--- src/sv/qrm_pkg.sv ---
// ----------------------------------------------------------------------------
// qrm_pkg: shared constants for the quaternion to rotation matrix block
// Output format and divider geometry used by the pipeline modules.
// ----------------------------------------------------------------------------
package qrm_pkg;

  // Matrix entries are signed Q2.16.
  localparam int unsigned OutW   = 18;
  localparam int unsigned FracW  = 16;
  // Quotient bits: one integer bit, the fraction bits and one rounding bit.
  localparam int unsigned QuoW   = FracW + 2;
  // Nine matrix entries.
  localparam int unsigned Lanes  = 9;
  // Tag carried through the divider: {zero quaternion, negative entry}.
  localparam int unsigned TagW   = 2;
  localparam int unsigned TagNeg = 0;
  localparam int unsigned TagZero = 1;
  // Register stages of the front end.
  localparam int unsigned FrontStages = 3;

endpackage

--- src/sv/qrm_div.sv ---
// ----------------------------------------------------------------------------
// qrm_div: pipelined restoring divider
// One quotient bit per stage; the numerator never exceeds the divisor.
// ----------------------------------------------------------------------------
module qrm_div #(
  parameter int W = 34
) (
  input  logic                        clk_i,
  input  logic [qrm_pkg::QuoW-1:0]    en_i,
  input  logic [W-1:0]                num_i,
  input  logic [W-1:0]                den_i,
  input  logic [qrm_pkg::TagW-1:0]    tag_i,
  output logic [qrm_pkg::QuoW-1:0]    quo_o,
  output logic [qrm_pkg::TagW-1:0]    tag_o
);

  localparam int QB = qrm_pkg::QuoW;

  logic [W:0]              rem_q [QB];
  logic [W-1:0]            den_q [QB];
  logic [QB-1:0]           quo_q [QB];
  logic [qrm_pkg::TagW-1:0] tag_q [QB];

  for (genvar i = 0; i < QB; i++) begin : g_stage
    logic [W:0]               rem_in;
    logic [W-1:0]             den_in;
    logic [QB-1:0]            quo_in;
    logic [qrm_pkg::TagW-1:0] tag_in;
    logic                     ge;

    // First stage takes the integer bit, later stages shift the remainder.
    if (i == 0) begin : g_first
      assign rem_in = {1'b0, num_i};
      assign den_in = den_i;
      assign quo_in = '0;
      assign tag_in = tag_i;
    end else begin : g_next
      assign rem_in = {rem_q[i-1][W-1:0], 1'b0};
      assign den_in = den_q[i-1];
      assign quo_in = quo_q[i-1];
      assign tag_in = tag_q[i-1];
    end

    assign ge = (rem_in >= {1'b0, den_in});

    always_ff @(posedge clk_i) begin
      if (en_i[i]) begin
        rem_q[i] <= ge ? (rem_in - {1'b0, den_in}) : rem_in;
        den_q[i] <= den_in;
        quo_q[i] <= {quo_in[QB-2:0], ge};
        tag_q[i] <= tag_in;
      end
    end
  end

  assign quo_o = quo_q[QB-1];
  assign tag_o = tag_q[QB-1];

endmodule

--- config.mk ---
export PLATFORM = sky130hd
export DESIGN_NAME = qrm_div
export DESIGN_NICKNAME = d
export VERILOG_FILES = /design/src/sv/qrm_pkg.sv /design/src/sv/qrm_div.sv
export SDC_FILE = /design/constraint.sdc
export NUM_CORES = 2
export LEC_CHECK = 0
export ABC_CLOCK_PERIOD_IN_PS = 3700
export BUFFER_PORTS_ARGS = -buffer_cell sky130_fd_sc_hd__buf_2
export CAP_MARGIN = 30
export CORE_ASPECT_RATIO = 1.1
export CORE_MARGIN = 2
export CORE_UTILIZATION = 55
export DETAILED_ROUTE_END_ITERATION = 12
export PLACE_DENSITY = 0.77
export SLEW_MARGIN = 20
export SYNTH_ARGS = -nofsm -noshare
export SYNTH_HDL_FRONTEND = slang
export SYNTH_SLANG_ARGS = --single-unit
--- constraint.sdc ---
create_clock -name clk_i -period 3.7 [get_ports clk_i]
set_input_delay 0.37 -clock clk_i [delete_from_list [all_inputs] [get_ports clk_i]]
set_output_delay 0.37 -clock clk_i [all_outputs]
set_load 0.05 [all_outputs]
Word-level counts from Yosys, hierarchy flattened. Memories as Yosys holds them, arrays and structs flattened. Cells that the tools add are included.

Bits in registers: 0. Latch bits: 0. RAM bits: 1602. Bits in read-only memories: 0. Word-level logic and storage cells: 94. Memories kept: 4.

Memory list: rem_q (words 18, bits a word 35, read ports 17, clocked after memory_dff 0, write ports 18, RTL line qrm_div.sv:19) `logic [W:0] rem_q [QB];`; den_q (words 18, bits a word 34, read ports 17, clocked after memory_dff 0, write ports 18, RTL line qrm_div.sv:20) `logic [W-1:0] den_q [QB];`; quo_q (words 18, bits a word 18, read ports 18, clocked after memory_dff 0, write ports 18, RTL line qrm_div.sv:21) `logic [QB-1:0] quo_q [QB];`; tag_q (words 18, bits a word 2, read ports 18, clocked after memory_dff 0, write ports 18, RTL line qrm_div.sv:22) `logic [qrm_pkg::TagW-1:0] tag_q [QB];`.

Add/sub/neg operators: 18. Multipliers: 0. Divide/modulo/power cells: 0. $lt $le $gt $ge: 18. Eq/ne operators: 0. Shift operators: 0. Muxes and demuxes: 54. Bitwise gates (word level): 0. Reductions and logical operators: 0.

Operator list (number): $mux 35 (18); $ge 35x34->1 (17); $sub 35x34->35 (17); $mux 1 (36); $sub 34x34->35 (1); $ge 34x34->1 (1).

Logic depth before layout (Yosys ltp). An unclocked memory read counts as a cell.

Depth in word-level cells: 3. Mapped depth: 15.

Least setup slack after synthesis. OpenSTA, ideal clock, no wires.

Path kind: flip-flop to flip-flop. From: memory rem_q[8][0] (netlist name). To: memory rem_q[9][32] (netlist name) (data pin). Setup time: 0.270 ns. Arrival: 3.074 ns. Data required time: 3.430 ns. Slack: 0.356 ns. Stages on the path, launching flop included: 12. Buffers on the path: 0. Period minus slack after synthesis: 3.344 ns. Cells stage by stage: edfxtp_1 -> fa_1 -> a211oi_1 -> o21ai_0 -> a41oi_1 -> o2111ai_1 -> a21oi_1 -> o21bai_1 -> a311o_1 -> a221oi_1 -> xor2_1 -> o21ai_0.

RTL lines (RTL line): from (decl) (qrm_div.sv:19).

==> flow_summary.toml <==
[detailed_routing]
routed_via_density = 5.74
remaining_drc_errors = 0
postRouteAntennaNets = 0
dr.pass1.iters = 6
routed-via-count = 56700
drt_iter0_drc = 3081
postRouteWirelength_um = 189000
wire_per_inst_um = 19.1

[clock_tree]
h-tree-depth = 4
clk_path_buf_depth = 3
root_buffer = "clkbuf_16"
clk_pin_slew_worst_paths_ps = 60
cts-buffers-inserted = 148
cts_tree = "yes"
clock_latency_ps = 800
cts.sinks = 1363

[critical_path]
cp-end-kind = "flop"
cp-start-kind = "flop"
critPathMaxFanout = 8
cp.arrival_ps = 4220
path_class = "reg -> reg"
critical_path_required_ps = 4240

[finish]
postLayoutCoreUtil_pct = 64.7
final_nets = 8558
design_area_mm2 = 0.0931
drive_above_1_share_pct = 17.2
syn_to_final_growth_pct = 16.8
nFillCells = 10800

[run]
max-cap-violations = 0

[global_routing]
grt_pass1_wl_um = 290000
grt_pass1_vias = 58800
overflow = 0
grt_max_degree = 85
gr-usage-all-layers_pct = 24.6
antenna_found_initial = 3

[sta]
final_max_slew_viol_count = 0
max_freq_mhz = 272
fin_crit_sh_pct = 99.3
min_period_ps = 3680
slew_headroom_pct = 43.8
finalSetupViolations = 0
fin_skew_ps = 19.2
setup_tns_ps = 0
hold_viol = 0
hold_ws_ps = 67.6
worst_pin_slew_ps = 842

[floorplan]
core_area_mm2 = 0.144
dieArea_mm2 = 0.148
die_w_um = 367
pin_count = 109
initial_core_util_pct = 55.4
rows = 146
die_h_um = 403

[placement]
portBuffers = 108
hpwl_um = 142000
place_area_mm2 = 0.0862
globalplace.congestion = 1.04

[yosys]
yosys.area.top_type = "edfxtp_1"
synth_cell_types = 89
ys_seq_elements = 1363
synth.most_common_cell = "edfxtp_1"
syn-num-nets = 7844
synthCells = 7127
syn_area_per_cell_um2 = 11.2
synth_top_flop_cell = "edfxtp_1"
synth_area_leaders = "edfxtp_1, ha_1, a21oi_1, mux2_2, inv_1"
ys_warn_count = 0
netlist_area_mm2 = 0.0797
synthTopCellsByCount = "edfxtp_1, inv_1, a21oi_1"
async_reset_ff_share_pct = 0
yosysTopAreaCellShare_pct = 51.4
synth_edf_count = 1363
ys_seq_area_share_pct = 51.4

[power_and_ir_drop]
powerDensity_mw_per_mm2 = 874
ir_drop_mv = 0.546
leakage_nw = 39.2

[hold_path]
hp-class = "in -> reg"

[run_status]
outcome = "completed"
[through the flow]
step	power [mW]	setup WS, ps	cells
after floorplan	52.4	356	7127
after global placement	63.7	-216	9493
after detailed placement	64.8	-293	9493
after CTS	79.9	2.39	9842
after global routing	86.5	-106	9887
final	81.4	24.2	9888
[routing by layer]
layer	part of all wire, %	GRT usage, %
met1	31	20.5
met2	58	51.7
met3	2.9	2.97
met4	7.8	17.4
met5	0	0
[layout by cell type (no fill, tap or decap), drive strengths merged, types with 63 or more instances in the layout]
| master | synthesis | routed |
|---|---|---|
| o21a | 72 | 72 |
| nor2 | 398 | 398 |
| clkbuf | 133 | 189 |
| nand2 | 409 | 409 |
| and3 | 63 | 63 |
| nand2b | 64 | 64 |
| nor2b | 68 | 68 |
| edfxtp | 1363 | 1363 |
| inv | 735 | 746 |
| a21oi | 644 | 644 |
| o21ai | 404 | 404 |
| buf | 51 | 666 |
| ha | 611 | 611 |
| mux2 | 299 | 299 |
| xor2 | 197 | 197 |
| xnor2 | 299 | 299 |
| dlygate4sd3 | 0 | 72 |
| nor3 | 79 | 79 |
| nand4 | 101 | 101 |
| a21o | 325 | 325 |
| nand3 | 139 | 139 |
[worst max-delay path, stage by stage, from the launching register on]
cell and delay [ps]:
edfxtp_1 450, ha_4 300, nor2b_4 140, o31a_1 200, o31a_1 270, o211ai_1 160
o211a_1 300, o21a_1 240, o31a_1 340, o41ai_4 320, buf_4 190, buf_12 140
mux2_2 350
[power breakdown]
group | switching (mW) | internal (mW) | total, mW
registers | 2.19 | 23.1 | 25.3
logic | 22.0 | 19.6 | 41.7
clock network | 6.19 | 8.25 | 14.4
[sequential cells by signal, indices dropped and copies added (netlist names)]
name,flops
quo_q,171
rem_q,578
den_q,578
tag_q,36
[cell families after synthesis]
family | synth area share, %
muxes | 4.46
AOI/OAI and AO/OA | 15.3
DFF | 51.4
and+or+nand+nor | 8.90
adders and majority gates | 10.0
xor gates and xnor gates | 5.45
buffers and inverters | 4.47
[cell type report]
class,instances,area [µm²],area share [%]
Multi-Input combinational cell,4845,36100,38.7
Sequential cell,1363,40900,44.0
Clock buffer,179,3840,4.13
Antenna cell,3,7.51,0.00807
Tap cell,1924,2410,2.59
Inverter,735,2760,2.96
Clock inverter,91,876,0.941
Timing Repair Buffer,748,6210,6.67
[final timing paths]
path / startpoint / to / slack [ps] / cells after the start
setup / recovery: rem_q[15][0] / rem_q[16][14] / 20 / 12
hold / removal: num_i[0] / rem_q[0][0] / 70 / 4
setup reg to reg: rem_q[15][0] / rem_q[16][14] / 20 / 12
hold reg to reg: quo_q[1][0] / quo_q[2][1] / 410 / 0
[what timing repair did]
| action | 4_1_cts | 5_1_grt |
|---|---|---|
| hold endpoints to repair | 141 | 0 |
| resized for setup | 31 | 147 |
| hold buffers | 72 | 0 |
| setup endpoints to repair | 231 | 391 |
| cloned | 2 | 12 |
| buffers inserted | 5 | 31 |
| pin swaps | 6 | 46 |
(Power assumes the default switching activity.)
